[src/design/fbc_pkg.sv]
// Shared types and constants for the frame store raster block.
// No dependencies; every other design file depends on this package.
`default_nettype none

package fbc_pkg;

  localparam int OP_W    = 3;
  localparam int COORD_W = 8;
  localparam int CHAN_W  = 8;
  localparam int PIX_W   = 3 * CHAN_W;
  localparam int APB_AW  = 3;
  localparam int APB_DW  = 32;

  localparam logic [COORD_W-1:0] FRAME_W_RESET = 8'd100;
  localparam logic [COORD_W-1:0] FRAME_H_RESET = 8'd100;

  // Register index, taken from paddr[2]
  localparam logic REG_FRAME_WIDTH  = 1'b0;
  localparam logic REG_FRAME_HEIGHT = 1'b1;

  typedef enum logic [OP_W-1:0] {
    OP_SET  = 3'd0,
    OP_READ = 3'd1,
    OP_FILL = 3'd2,
    OP_BOX  = 3'd3,
    OP_DISC = 3'd4
  } op_t;

  typedef enum logic [2:0] {
    S_CLEAR,
    S_IDLE,
    S_SCAN,
    S_DRAIN,
    S_READ,
    S_FINISH
  } state_t;

  typedef struct packed {
    logic clear_en;
    logic latch;
    logic scan_en;
    logic read_en;
    logic load_result;
  } dp_cmd_t;

  typedef struct packed {
    logic clear_done;
    logic scan_last;
    logic empty;
  } dp_status_t;

endpackage

`default_nettype wire

[src/design/fbc_cfg.sv]
// APB-style register file: frame_width and frame_height.
// Depends on fbc_pkg.
`default_nettype none

module fbc_cfg (
  input  wire logic                        clk,
  input  wire logic                        rst,
  input  wire logic                        psel,
  input  wire logic                        penable,
  input  wire logic                        pwrite,
  input  wire logic [fbc_pkg::APB_AW-1:0]  paddr,
  input  wire logic [fbc_pkg::APB_DW-1:0]  pwdata,
  output logic      [fbc_pkg::APB_DW-1:0]  prdata,
  output logic                             pready,
  output logic      [fbc_pkg::COORD_W-1:0] frame_width,
  output logic      [fbc_pkg::COORD_W-1:0] frame_height
);
  import fbc_pkg::*;

  logic wr_en;
  logic reg_idx;

  assign pready  = 1'b1;
  assign reg_idx = paddr[2];
  assign wr_en   = psel && penable && pwrite;

  always_ff @(posedge clk) begin
    if (rst) begin
      frame_width  <= FRAME_W_RESET;
      frame_height <= FRAME_H_RESET;
    end else if (wr_en) begin
      unique case (reg_idx)
        REG_FRAME_WIDTH:  frame_width  <= pwdata[COORD_W-1:0];
        REG_FRAME_HEIGHT: frame_height <= pwdata[COORD_W-1:0];
        default: ;
      endcase
    end
  end

  always_comb begin
    unique case (reg_idx)
      REG_FRAME_WIDTH:  prdata = {{(APB_DW-COORD_W){1'b0}}, frame_width};
      REG_FRAME_HEIGHT: prdata = {{(APB_DW-COORD_W){1'b0}}, frame_height};
      default:          prdata = '0;
    endcase
  end

endmodule

`default_nettype wire

[config.mk]
export PLATFORM = sky130hd
export DESIGN_NAME = fbc_cfg
export DESIGN_NICKNAME = d
export VERILOG_FILES = /design/src/design/fbc_pkg.sv /design/src/design/fbc_cfg.sv
export SDC_FILE = /design/constraint.sdc
export NUM_CORES = 1
export LEC_CHECK = 0
export BUFFER_PORTS_ARGS = -buffer_cell sky130_fd_sc_hd__buf_2
export CORE_MARGIN = 3
export CORE_UTILIZATION = 39
export CTS_CLUSTER_SIZE = 12
export DETAILED_ROUTE_END_ITERATION = 6
export PLACE_DENSITY = 0.81
export SLEW_MARGIN = 10
export SYNTH_ARGS = -nofsm -noshare
export SYNTH_HDL_FRONTEND = slang
export SYNTH_SLANG_ARGS = --single-unit
[constraint.sdc]
create_clock -name clk -period 2.1 [get_ports clk]
set_input_delay 0.21 -clock clk [delete_from_list [all_inputs] [get_ports clk]]
set_output_delay 0.21 -clock clk [all_outputs]
set_load 0.005 [all_outputs]
==> qor.txt, run 1 <==
Status - finished, final reports clean
DR vias/cell - 4.47
ANT cells - 0
Mapped cell area - 975 um^2
Crit share post-route - 57.8%
Setup bufs post-CTS - 0
TritonCTS buffer count - 3
Switch Pwr - 0.139 mW
Top cells by count, synth - 25 x buf_4, 16 x dfxtp_1, 16 x mux2i_1
First-pass GRT wire length - 3.05 mm
Chip width - 56.0 um
Final instance area - 1080 um^2
Initial antenna violation count - 0
Critical Path AT - 1.00 ns
Core Footprint - 2300 um^2
Worst-path fanout max - 3
Detail Placement HPWL - 1.50 mm
Post-DRT Antenna Nets - 0
Synth area leader - dfxtp_1
Hold WS - 0.191 ns
Design Power - 0.551 mW
Vias in the first global route - 643
Clk slew on worst S/H paths - 0.09 ns
Critical Path Start Type - flip-flop
WL/cell - 11.9 um
CTS resizes - 0
Clk Latency, worst-skew pair - 0.28 ns
Clock Skews - 0 ns
CP Capture Type - primary output
Slew Limit Fails - 0
Yosys top cell area share - 32.9%
Area grow syn2layout - 11.3%
Clk pwr share - 28.8%
Distinct cells, synth - 14
CTS Sinks - 16
Total gr overflow - 0
Routability-driven placement congestion ratio - 0.612
Sequential power share - 57.2%
Post-CTS Hold Fix Bufs - 0
Vias - 719
Most used DFF post-synth - dfxtp_1
Top post-synthesis cells by area - dfxtp_1 33%, buf_4 19%, mux2i_1 16%
Placed inst area - 1060 um^2
Post-Syn Area per Cell - 9.85 um^2
Number of I/O pins - 89
Power per Cell Area - 508 nW/um^2
H-tree levels - 1
WL final - 1.91 mm
CTS root buf - clkbuf_4
Most Used Layer, Global Route - met2
Post-synth EDFFs - 0
Cell count after synthesis - 99
Clk buf depth - 2
CTS tree - built
Max_cap viols - 0
Worst path required time - 1.89 ns
GR Util met3 - 4.64%
Net Sw Frac - 25.3%
Flops & latches, synth - 16
Full die area - 3130 um^2
Pin count of the biggest net entering global routing - 25
Fin util - 47.2%
Met2 Use GR - 19.5%
Cell internal pwr - 0.411 mW
Layout net count - 175
Initial Util - 42.4%
Max VDD drop - 0.000332 V
F_max - 824 MHz
DRC viols - 0
TNS Setup - 0 ns
Fin crit period - 1.21 ns
Slack of the worst reg-to-reg path - 1.47 ns
Die Height - 56.0 um
Tot GR Track Use - 12.3%
Min-Delay Path Class - input pin to flip-flop
Pleak - 0.568 nW
TritonRoute pass-1 iters - 4
Crit Path Class - flip-flop to primary output
Most common cell in the netlist - buf_4
GRT met1 Usage - 14.7%
Hold Violations, Final - 0
IO Port Bufs - 37
Share of cells above drive strength 1 - 37.6%
Asr flop ratio synth - 0%
RSZ-0062 raised after global routing - false
1st-iter DRT viols - 6
Setup-failing EPs final - 0
Seq/Total Area, Yosys - 32.9%
Rows - 17
Yosys Warn Count - 0
Comb power frac - 14.0%
==> power groups by stage <==
stage / clock network, mW / registers, mW / logic (mW)
after floorplan: 0 / 0.322 / 0.0815
after global placement: 0 / 0.321 / 0.0742
after detailed placement: 0 / 0.322 / 0.0768
after CTS: 0.166 / 0.315 / 0.0769
after global routing: 0.181 / 0.316 / 0.0866
final: 0.159 / 0.315 / 0.0771
==> per-layer routing <==
layer | routed length (um) | up-vias | part of all wire, %
li1 | - | 345 | -
met3 | 251 | 0 | 13
met2 | 895 | 46 | 47
met4 | 0 | 0 | 0
met1 | 765 | 328 | 40
met5 | 0 | - | 0
==> critical path, cell delays in order (launching register included) <==
cell     delay [ns]
dfxtp_1        0.34
mux2_2         0.26
buf_2          0.12
==> stage by stage <==
step | cells | setup slack (ns)
floorplan | 122 | 1.23
global placement | 158 | 0.854
detailed placement | 158 | 0.787
CTS | 161 | 0.871
global route | 161 | 0.826
finish | 161 | 0.887
==> flip-flops by register name, indices dropped and copies added, names as in the netlist <==
register and flops:
frame_height 8, frame_width 8
==> final cells by class <==
type	instances	area, um^2
Tap cell	28	35.0
Fill cell	226	1210
Multi-Input combinational cell	77	522
Clock buffer	3	22.5
Sequential cell	16	320
Timing Repair Buffer	37	185
==> worst paths after layout <==
path         cells after the start                      endpoint                    startpoint
min                              3   frame_width[6]$_SDFFE_PP1P_                     pwdata[6]
max reg2reg                      2  frame_height[6]$_SDFFE_PP1P_  frame_height[6]$_SDFFE_PP1P_
max                              2                     prdata[2]   frame_width[2]$_SDFFE_PP1P_
min reg2reg                      2   frame_width[7]$_SDFFE_PP0P_   frame_width[7]$_SDFFE_PP0P_
==> kinds of logic (layout without fill, tap and decap cells) <==
family,Yosys count,after routing,synth area share (%)
simple gates,28,28,18.2
buf+inv,29,40,22.5
mux,24,24,25.7
other cells,2,25,0.771
flops,16,16,32.9
==> layout by cell type (no fill, tap or decap) <==
cell,count
clkbuf_4,3
nand4_1,1
dfxtp_1,16
and4b_2,1
mux2_2,8
nor2_1,9
mux2i_1,16
nand2b_1,15
and4_1,1
buf_2,37
nand4b_4,1
conb_1,25
No activity file was read; power rests on OpenSTA's default activity.
==> run 2, diff against run 1 <==
- ABC_AREA: default -> 1
- CORE_UTILIZATION: 39 -> 37
- PLACE_DENSITY: 0.81 -> 0.77
- clock period: 2.1 -> 1.15 ns (I/O delays scaled with it)
==> qor.txt, run 2 <==
Power per Cell Area - 953 nW/um^2
Leading cell types in the layout, fill and taps excluded - 49 x nand2_1, 37 x buf_2, 25 x conb_1
CTS Sinks - 16
Critical Path Start Type - flip-flop
ANT cells - 0
Seq/Total Area, Yosys - 32.4%
WHS Path Cells - 3
Most common cell in the netlist - nand2_1
WL/cell - 9.74 um
Die Height - 57.7 um
Post-CTS Hold Fix Bufs - 0
Number of fill cells - 285
Post-Syn Area per Cell - 6.81 um^2
Rows - 18
WL final - 2.06 mm
Biggest regs - frame_height x8, frame_width x8
Hold Violations, Final - 0
Asr flop ratio synth - 0%
F_max - 1020 MHz
Yosys top cell area share - 32.4%
Crit share post-route - 85.2%
R2r startpoint - frame_width[0]$_SDFFE_PP0P_
RSZ-0062 raised after global routing - false
Synth area leader - dfxtp_1
First-pass GRT wire length - 3.19 mm
Chip width - 57.7 um
TritonRoute pass-1 iters - 4
TNS Setup - 0 ns
Top post-synthesis cells by area - dfxtp_1 32%, buf_4 20%, nand2_1 19%
Initial Util - 39.5%
Hold Crit Start - pwdata[5]
Pleak - 0.638 nW
Detail Placement HPWL - 1.57 mm
Slew Limit Fails - 0
Core Footprint - 2500 um^2
Vias - 870
Fin crit period - 0.980 ns
CTS resizes - 0
Most used DFF post-synth - dfxtp_1
Worst-path fanout max - 3
Max VDD drop - 0.000613 V
Final instance area - 1110 um^2
Pin count of the biggest net entering global routing - 17
Setup bufs post-CTS - 0
DRC viols - 0
Status - finished, final reports clean
Initial antenna violation count - 0
Layout net count - 223
Share of cells above drive strength 1 - 28.7%
Cell count after synthesis - 145
DR vias/cell - 4.12
Post-synth EDFFs - 0
Tot GR Track Use - 12.1%
CTS tree - built
Vias in the first global route - 729
Critical Path AT - 0.87 ns
Post-DRT Antenna Nets - 0
Area grow syn2layout - 12.2%
Full die area - 3320 um^2
Clock Skews - 0 ns
Flops & latches, synth - 16
Worst path required time - 1.03 ns
Setup-failing EPs final - 0
Most common cell after layout, fill and taps aside - nand2_1
Hold WS - 0.0681 ns
Crit Path Class - flip-flop to primary output
Routability-driven placement congestion ratio - 0.668
Mapped cell area - 987 um^2
1st-iter DRT viols - 24
Crit path from - frame_width[2]$_SDFFE_PP1P_
Top cells by count, synth - 49 x nand2_1, 26 x buf_4, 18 x nor2_1
CTS root buf - clkbuf_4
TritonCTS buffer count - 3
Fin util - 44.3%
Total gr overflow - 0
Max_cap viols - 0
Placed inst area - 1080 um^2
CP Capture Type - primary output
Yosys Warn Count - 0
Distinct cells, synth - 13
H-tree levels - 1
Clk buf depth - 2
Clk slew on worst S/H paths - 0.08 ns
Cells on worst reg2reg path - 2
IO Port Bufs - 37
Clk Latency, worst-skew pair - 0.27 ns
Number of I/O pins - 89
Min-Delay Path Class - input pin to flip-flop
## run 2: layout make-up
type                       count  area, um^2  share of cell area [%]
sequential                    16         320                    28.9
clock buffer                   3        22.5                    2.03
inverter                       8        32.5                    2.94
timing repair buffer          40         208                    18.8
multi-input combinational    114         487                    44.0
tap                           30        37.5                    3.39
## run 2: worst paths after layout
kind                                        to  slack [ns]
hold / removal    frame_height[5]$_SDFFE_PP1P_        0.07
hold reg to reg   frame_height[2]$_SDFFE_PP1P_        0.49
setup / recovery                     prdata[2]        0.17
setup reg to reg   frame_width[0]$_SDFFE_PP0P_        0.54
## run 2: cell families (layout without fill, tap and decap cells)
logic type | count (synthesis) | in the layout | share of synthesized area, %
buf+inv | 38 | 51 | 27.0
other cells | 2 | 25 | 0.761
simple gates | 89 | 89 | 39.8
flops | 16 | 16 | 32.4
## run 2: metal layers
layer	part of all wire (%)	GRT usage, %	vias to the layer above
met1	43	16.3	369
met2	48	19.2	34
li1	-	-	465
met3	7.9	2.67	2
met5	0	0	-
met4	0.44	3.97	0
## run 2: where the power goes
group | internal [mW] | leakage [nW] | total [mW] | switching (mW)
Sequential | 0.573 | 0.130 | 0.587 | 0.0135
Clock | 0.121 | 0.0138 | 0.275 | 0.154
Combinational | 0.0741 | 0.494 | 0.194 | 0.120
Total | 0.769 | 0.638 | 1.06 | 0.287
## run 2: worst max-delay path, cell delays in order (launching register included)
cell,delay [ns]
dfxtp_1,0.37
nand2_1,0.07
nand2_1,0.05
buf_2,0.10
## run 2: per-stage QoR
stage / setup WS [ns] / cells / power [mW]
after detailed placement: 0.137 / 208 / 0.795
after floorplan: 0.446 / 168 / 0.786
after CTS: 0.155 / 211 / 1.07
after global placement: 0.160 / 208 / 0.791
after global routing: 0.0710 / 211 / 1.14
final: 0.170 / 211 / 1.06
