`config.mk`:
```
export PLATFORM = sky130hd
export DESIGN_NAME = fbc_ctrl
export DESIGN_NICKNAME = d
export VERILOG_FILES = /design/src/design/fbc_pkg.sv /design/src/design/fbc_ctrl.sv
export SDC_FILE = /design/constraint.sdc
export NUM_CORES = 1
export LEC_CHECK = 0
export ABC_AREA = 1
export BUFFER_PORTS_ARGS = -buffer_cell sky130_fd_sc_hd__buf_4
export CAP_MARGIN = 20
export CORE_UTILIZATION = 26
export CTS_BUF_LIST = sky130_fd_sc_hd__clkbuf_16
export DETAILED_ROUTE_END_ITERATION = 7
export GPL_TIMING_DRIVEN = 0
export PLACE_DENSITY = 0.48
export SLEW_MARGIN = 20
export SYNTH_ARGS = -nofsm -noshare
export SYNTH_HDL_FRONTEND = slang
export SYNTH_SLANG_ARGS = --single-unit
```
`constraint.sdc`:
```
create_clock -name clk -period 1.21 [get_ports clk]
set_input_delay 0.121 -clock clk [delete_from_list [all_inputs] [get_ports clk]]
set_output_delay 0.121 -clock clk [all_outputs]
set_load 0.05 [all_outputs]
```
`src/design/fbc_pkg.sv`:
```
// Shared types and constants for the frame store raster block.
// No dependencies; every other design file depends on this package.
`default_nettype none

package fbc_pkg;

  localparam int OP_W    = 3;
  localparam int COORD_W = 8;
  localparam int CHAN_W  = 8;
  localparam int PIX_W   = 3 * CHAN_W;
  localparam int APB_AW  = 3;
  localparam int APB_DW  = 32;

  localparam logic [COORD_W-1:0] FRAME_W_RESET = 8'd100;
  localparam logic [COORD_W-1:0] FRAME_H_RESET = 8'd100;

  // Register index, taken from paddr[2]
  localparam logic REG_FRAME_WIDTH  = 1'b0;
  localparam logic REG_FRAME_HEIGHT = 1'b1;

  typedef enum logic [OP_W-1:0] {
    OP_SET  = 3'd0,
    OP_READ = 3'd1,
    OP_FILL = 3'd2,
    OP_BOX  = 3'd3,
    OP_DISC = 3'd4
  } op_t;

  typedef enum logic [2:0] {
    S_CLEAR,
    S_IDLE,
    S_SCAN,
    S_DRAIN,
    S_READ,
    S_FINISH
  } state_t;

  typedef struct packed {
    logic clear_en;
    logic latch;
    logic scan_en;
    logic read_en;
    logic load_result;
  } dp_cmd_t;

  typedef struct packed {
    logic clear_done;
    logic scan_last;
    logic empty;
  } dp_status_t;

endpackage

`default_nettype wire

```
`src/design/fbc_ctrl.sv`:
```
// Controller FSM: clearing pass, command dispatch, scan, read and result hand-off.
// Depends on fbc_pkg; drives fbc_dp through dp_cmd_t and reads dp_status_t.
`default_nettype none

module fbc_ctrl (
  input  wire logic                     clk,
  input  wire logic                     rst,
  input  wire logic                     cmd_valid,
  output logic                          cmd_ready,
  input  wire logic [fbc_pkg::OP_W-1:0] cmd_op,
  output logic                          rsp_valid,
  input  wire logic                     rsp_ready,
  output fbc_pkg::dp_cmd_t              dpc,
  input  wire fbc_pkg::dp_status_t      dps
);
  import fbc_pkg::*;

  state_t state, state_next;
  logic   out_valid;
  logic   accept;
  logic   slot_free;
  op_t    op_code;

  assign op_code   = op_t'(cmd_op);
  assign accept    = cmd_valid && (state == S_IDLE);
  assign slot_free = !out_valid || rsp_ready;

  always_ff @(posedge clk) begin
    if (rst) begin
      state <= S_CLEAR;
    end else begin
      state <= state_next;
    end
  end

  always_comb begin
    state_next = state;
    unique case (state)
      S_CLEAR: begin
        if (dps.clear_done) state_next = S_IDLE;
      end
      S_IDLE: begin
        if (cmd_valid) begin
          unique case (op_code) inside
            OP_READ: state_next = S_READ;
            OP_SET, OP_FILL, OP_BOX, OP_DISC:
              state_next = dps.empty ? S_FINISH : S_SCAN;
            default: state_next = S_FINISH;
          endcase
        end
      end
      S_SCAN: begin
        if (dps.scan_last) state_next = S_DRAIN;
      end
      S_DRAIN:  state_next = S_FINISH;
      S_READ:   state_next = S_FINISH;
      S_FINISH: begin
        if (slot_free) state_next = S_IDLE;
      end
      default:  state_next = S_IDLE;
    endcase
  end

  always_comb begin
    cmd_ready       = (state == S_IDLE);
    dpc.clear_en    = (state == S_CLEAR);
    dpc.latch       = accept;
    dpc.scan_en     = (state == S_SCAN);
    dpc.read_en     = (state == S_READ);
    dpc.load_result = (state == S_FINISH) && slot_free;
  end

  // Output slot: fill on load, drop when the beat is taken
  always_ff @(posedge clk) begin
    if (rst) begin
      out_valid <= 1'b0;
    end else if (dpc.load_result) begin
      out_valid <= 1'b1;
    end else if (rsp_ready) begin
      out_valid <= 1'b0;
    end
  end

  assign rsp_valid = out_valid;

`ifndef SYNTHESIS
  a_load_free: assert property (@(posedge clk) disable iff (rst)
    dpc.load_result |-> (!out_valid || rsp_ready))
    else $error("result loaded over a pending beat");

  a_no_rsp_clear: assert property (@(posedge clk) disable iff (rst)
    (state == S_CLEAR) |-> !out_valid)
    else $error("result present during clearing pass");

  a_rise_finish: assert property (@(posedge clk) disable iff (rst)
    $rose(out_valid) |-> ($past(state) == S_FINISH))
    else $error("result appeared outside finish");
`endif

endmodule

`default_nettype wire

```
==> flow_summary.yaml, run 1 <==
final_layout:
  nets: 98
  area_growth_pct: 94.9
  layout-drive-gt1-share: 0.698
  finish.utilization: 0.565
  fillers: 126
  diodes: 0
route:
  wl_per_cell_um: 10.4
  first_iter_violations: 1
  wl_um: 1050
  ant_nets: 0
  drt-pass1-iter-count: 2
  drcViolationCount: 0
  via_per_inst: 4.29
  num_vias: 433
clock_network:
  cts_tree: "built"
  cts_made_buffers: 3
  htree_levels: 1
  clk_pin_slew_ns: 0.03
  clk_latency_ns: 0.22
  clk_path_buf_depth: 2
  clockRootBuffer: "clkbuf_16"
  cts_num_sinks: 4
sta:
  finalSetupViolations: 4
  finClkSkew_ns: 0.00175
  timing.slew.headroom: 0.817
  fmax_ghz: 0.775
  rsz0062_at_grt: "true"
  layout_setup_ws_ns: -0.0810
  layout_min_cycle_time_ns: 1.29
  finalHoldViolCount: 0
  slew_viol_final: 0
  finalCritPeriodShare: 1.07
  worst_pin_slew_ns: 0.273
  fin_setup_tns_ns: -0.250
grt:
  grt_pass1_wl_um: 1610
  met1_usage: 0.195
  grt_start_max_net_pins: 8
  top_usage_layer: "met2"
  grt_use_met3: 0.0489
  antenna_found_initial: 0
  gr-usage-all-layers: 0.147
  overflow: 0
  met2_usage: 0.230
  grt_pass1_vias: 393
worst_setup_path:
  crit_end: "dpc[2]"
  crit_arrival_ns: 1.17
  crit_path_start_kind: "register"
  rrSetupSlack_ns: 0.04
  critPathMaxFanout: 5
  crit_required_ns: 1.09
  cp-startpoint: "state[2]"
  r2r_cells: 8
  worstSetupPathType: "reg -> out"
  cp-end-kind: "primary output"
  r2r_end: "state[1]"
  r2r-start: "state[0]"
logic_synthesis:
  postSynthCellCount: 58
  ys_types: 20
  synth_seq_area_share: 0.204
  ys_seq_elements: 4
  synth_warnings: 0
  synth_area_um2: 392
  synth_nets: 68
  syn_area_per_cell_um2: 6.75
floorplanning:
  rows: 13
  die_area_um2: 1670
  num_io_pins: 17
  dieWidth_um: 40.8
  die_y_um: 40.8
  start_util: 0.290
  core_um2: 1350
place:
  place_congestion: 0.691
  place_hpwl_um: 728
  port_buffers: 16
  pre_cts_ws_ns: 0.00369
pwr:
  power_density_nw_per_um2: 2830
  p_leak_nw: 0.363
  ir_drop_mv: 1.65
min_path:
  hold_class: "in -> reg"
run:
  cap_violations: 0
outcome:
  outcome: "finished with violations"
  violations: "negative setup slack"
## routing by layer
layer  up-vias  share of wire
met2         6           0.46
met1       188           0.52
li1        239              -
met3         0          0.020
met5         -              0
met4         0              0
## report_power, final
group	switching (mW)	total [mW]	internal, mW
sequential	0.112	0.317	0.205
clock	0.0845	0.506	0.421
combinational	0.763	1.34	0.572
total	0.959	2.16	1.20
## worst min path at each step
stage | start | end | slack (ns) | depth (start not counted)
after floorplan | rst | state[0] | 0.17 | 1
after global placement | rst | state[0] | 0.28 | 2
after detailed placement | rst | state[0] | 0.28 | 2
after CTS | rst | state[0] | 0.05 | 2
after global routing | rst | state[0] | 0.06 | 2
final | rst | state[0] | 0.05 | 2
## final cells by class
class / instances / area (um2) / share of cell area
multi-input combinational: 41 / 290 / 0.380
timing repair buffer: 26 / 221 / 0.290
sequential: 4 / 95.1 / 0.125
clock buffer: 3 / 75.1 / 0.0984
inverter: 11 / 55.1 / 0.0721
tap: 15 / 18.8 / 0.0246
buffer: 1 / 7.51 / 0.00984
## flip-flops by register name, indices dropped and copies added, names as in the netlist
register,count
state,3
rsp_valid,1
## kinds of logic (layout without fill, tap and decap cells)
logic type             Yosys count  count (layout)  share of synthesized area
AOI/OAI and AO/OA                4               4                     0.0767
buffers and inverters           13              41                      0.144
DFF                              4               4                      0.204
and+or+nand+nor                 37              37                      0.575
## synth_stat cells
cell type	n	area [um2]
nor2_2	2	12.5
nand3b_1	1	7.51
nor3_1	1	5.00
dfxtp_1	4	80.1
inv_2	2	7.51
nor2_4	3	33.8
nand2_1	10	37.5
a21oi_1	1	5.00
buf_4	2	15.0
inv_1	9	33.8
nand3_1	2	10.0
nor4_2	1	12.5
nand4_1	1	6.26
nand2_2	3	18.8
a21oi_2	2	17.5
nand3_2	3	30.0
o21a_1	1	7.51
nand3b_2	1	11.3
nor3_2	1	10.0
nor2_1	8	30.0
## metrics by stage
| step | hold WS (ns) | power [mW] | cells | instance area [um2] |
|---|---|---|---|---|
| floorplan | 0.174 | 1.10 | 58 | 429 |
| detailed placement | 0.278 | 1.34 | 89 | 568 |
| global placement | 0.279 | 1.35 | 89 | 568 |
| finish | 0.0535 | 2.16 | 101 | 763 |
| global route | 0.0584 | 2.29 | 101 | 763 |
| CTS | 0.0520 | 2.10 | 100 | 747 |
## critical path: stages (launching register included)
cell and delay [ns]:
dfxtp_4 0.36, buf_4 0.16, nor2_4 0.12, nand2_2 0.08, clkinvlp_4 0.09, buf_8 0.14
## cell usage in the layout (no fill, tap or decap), drive strengths merged
cell and count:
clkinvlp 1, nand3b 2, nor4 1, nand2 13, clkbuf 3, nor3 2, nand4 1, a21oi 3
inv 10, buf 27, o21a 1, dfxtp 4, nand3 5, nor2 13
## what timing repair did
action | 4_1_cts | 5_1_grt
buffers inserted | 8 | 4
pin swaps | 1 | 6
hold endpoints to repair | 0 | 0
hold buffers | 0 | 0
gates resized for setup | 14 | 5
endpoints found under the setup margin | 4 | 9
(Power assumes the default switching activity.)
==> run 2, diff against run 1 <==
--- a/config.mk
+++ b/config.mk
@@ -12,7 +12,7 @@
 export CTS_BUF_LIST = sky130_fd_sc_hd__clkbuf_16
 export DETAILED_ROUTE_END_ITERATION = 7
 export GPL_TIMING_DRIVEN = 0
-export PLACE_DENSITY = 0.48
+export PLACE_DENSITY = 0.58
 export SLEW_MARGIN = 20
 export SYNTH_ARGS = -nofsm -noshare
 export SYNTH_HDL_FRONTEND = slang
==> run 2 against run 1 <==
  * The run still ends with negative setup slack left
  * Maximum frequency is 0.98% higher
  * Combinational power rose by 28%
  * Die area stayed put
  * First-iteration DRC count increased to 4.0 times the previous value
  * Register-to-register slack got worse by 0.05 ns
  * Critical path type unchanged
  * Wire length rose by 28%
  * Flip-flop and latch count is the same
  * Power rose by 17%
  * Largest power group unchanged
  * Global-route usage shrank 0.11 points
==> flow_summary.yaml, run 2 (synthesized netlist as in run 1, its figures left out) <==
outcome:
  outcome: "finished with violations"
  violations: "negative setup slack"
grt:
  grt_start_max_net_pins: 9
  overflow: 0
  grt_pass1_wl_um: 1550
  antenna_found_initial: 0
  grt_pass1_vias: 385
  gr-usage-all-layers: 0.146
min_path:
  hold_class: "in -> reg"
  worstHoldStart: "rst"
  whs_path_depth: 2
  holdPathEnd: "state[0]"
final_layout:
  layout_commonest_cell: "buf_4"
  largest-register: "state"
  nets: 103
  layout-drive-gt1-share: 0.780
  diodes: 0
  area_growth_pct: 125
  fillers: 104
  largest_reg_flops: 3
  final_cell_mix: "23 x buf_4, 6 x nor2_4, 6 x nand2_1, 6 x inv_1"
  fin_area_um2: 880
worst_setup_path:
  crit_path_start_kind: "register"
  crit_required_ns: 1.09
  critPathMaxFanout: 8
  crit_arrival_ns: 1.16
  cp-end-kind: "primary output"
  r2r_end: "state[1]"
  r2r_cells: 8
  worstSetupPathType: "reg -> out"
  rrSetupSlack_ns: -0.01
  r2r-start: "state[1]"
sta:
  fmax_ghz: 0.782
  finalHoldViolCount: 0
  rsz0062_at_grt: "true"
  holdWs_ns: 0.0415
  finalSetupViolations: 7
  finClkSkew_ns: 0.00384
  slew_viol_final: 0
  worst_pin_slew_ns: 0.247
  timing.slew.headroom: 0.834
  finalCritPeriodShare: 1.06
  layout_setup_ws_ns: -0.0685
  layout_min_cycle_time_ns: 1.28
  fin_setup_tns_ns: -0.336
route:
  drcViolationCount: 0
  ant_nets: 0
  wl_um: 1340
  num_vias: 481
  wl_per_cell_um: 12.6
  drt-pass1-iter-count: 4
  via_per_inst: 4.54
  first_iter_violations: 4
place:
  place_hpwl_um: 687
  port_buffers: 16
  pre_cts_ws_ns: 0.0132
  place_congestion: 0.704
  placed_area_um2: 568
pwr:
  intPower_mw: 1.38
  p_clk_frac: 0.207
  p_total_mw: 2.52
  power_frac_seq: 0.112
  p_switching_mw: 1.14
  switching_share: 0.452
  pwr-share-comb: 0.681
  ir_drop_mv: 1.38
  power_density_nw_per_um2: 2870
  p_leak_nw: 0.412
clock_network:
  cts_tree: "built"
  clk_pin_slew_ns: 0.03
  cts_num_sinks: 4
  htree_levels: 1
  cts_made_buffers: 3
  hold_buffers: 0
  clk_path_buf_depth: 2
  clockRootBuffer: "clkbuf_16"
  clk_latency_ns: 0.23
floorplanning:
  core_um2: 1350
  die_area_um2: 1670
  dieWidth_um: 40.8
  start_util: 0.290
  num_io_pins: 17
  die_y_um: 40.8
  rows: 13
run:
  cap_violations: 0
run 2: cell types whose count changed in the layout (fill, tap and decap cells not counted), moves of 2 or more:
cell | previous run | this run
buf_6 | 3 | 5
nand2_1 | 8 | 6
nand2_4 | 0 | 2
nand3_4 | 0 | 2
nor2_1 | 6 | 4
nor2_4 | 4 | 6
run 2: worst max-delay path by stage:
stage,from,endpoint,slack [ns],cells after the start
6_report,state[2],dpc[3],-0.07,5
4_1_cts,state[0],dpc[3],-0.08,6
3_3_place_gp,state[2],dpc[3],0.02,6
2_1_floorplan,rsp_valid,rsp_valid,-0.16,4
5_1_grt,state[0],dpc[0],-0.12,3
3_5_place_dp,state[2],dpc[3],0.01,6
run 2: power groups by stage:
stage               clock network (mW)  logic [mW]  registers [mW]
CTS                              0.526        1.30           0.271
global placement                     0        1.06           0.267
detailed placement                   0        1.06           0.267
global route                     0.539        1.80           0.292
finish                           0.523        1.72           0.282
floorplan                            0       0.827           0.273
run 2: metrics by stage:
stage          utilization  cells
3_5_place_dp         0.421     89
4_1_cts              0.549     99
2_1_floorplan            -     58
6_report             0.652    106
5_1_grt              0.652    106
3_3_place_gp         0.421     89
run 2: what timing repair did:
action                     4_1_cts  5_1_grt
resized for setup               14       19
setup buffers                    7        8
setup endpoints to repair        4        8
pin swaps                        2        7
run 2: critical path, cell delays in order, from the launching register on:
cell	delay, ns
dfxtp_2	0.31
buf_8	0.13
nor2_4	0.12
nand2_2	0.10
nor2_4	0.12
buf_8	0.15
run 2: area by class of cell:
cell class                 instances  area [um2]  area share
timing repair buffer              31         279       0.317
clock buffer                       3        75.1      0.0853
multi-input combinational         41         344       0.391
sequential                         4        92.6       0.105
buffer                             1        15.0      0.0171
tap                               15        18.8      0.0213
inverter                          11        55.1      0.0626
run 2: routing by layer:
| metal | wire (um) | vias to the layer above | part of all wire | track usage |
|---|---|---|---|---|
| li1 | - | 248 | - | - |
| met1 | 583 | 222 | 0.44 | 0.172 |
| met2 | 701 | 9 | 0.52 | 0.230 |
| met3 | 33 | 2 | 0.025 | 0.0489 |
| met4 | 22 | 0 | 0.016 | 0.0750 |
| met5 | 0 | - | 0 | 0 |
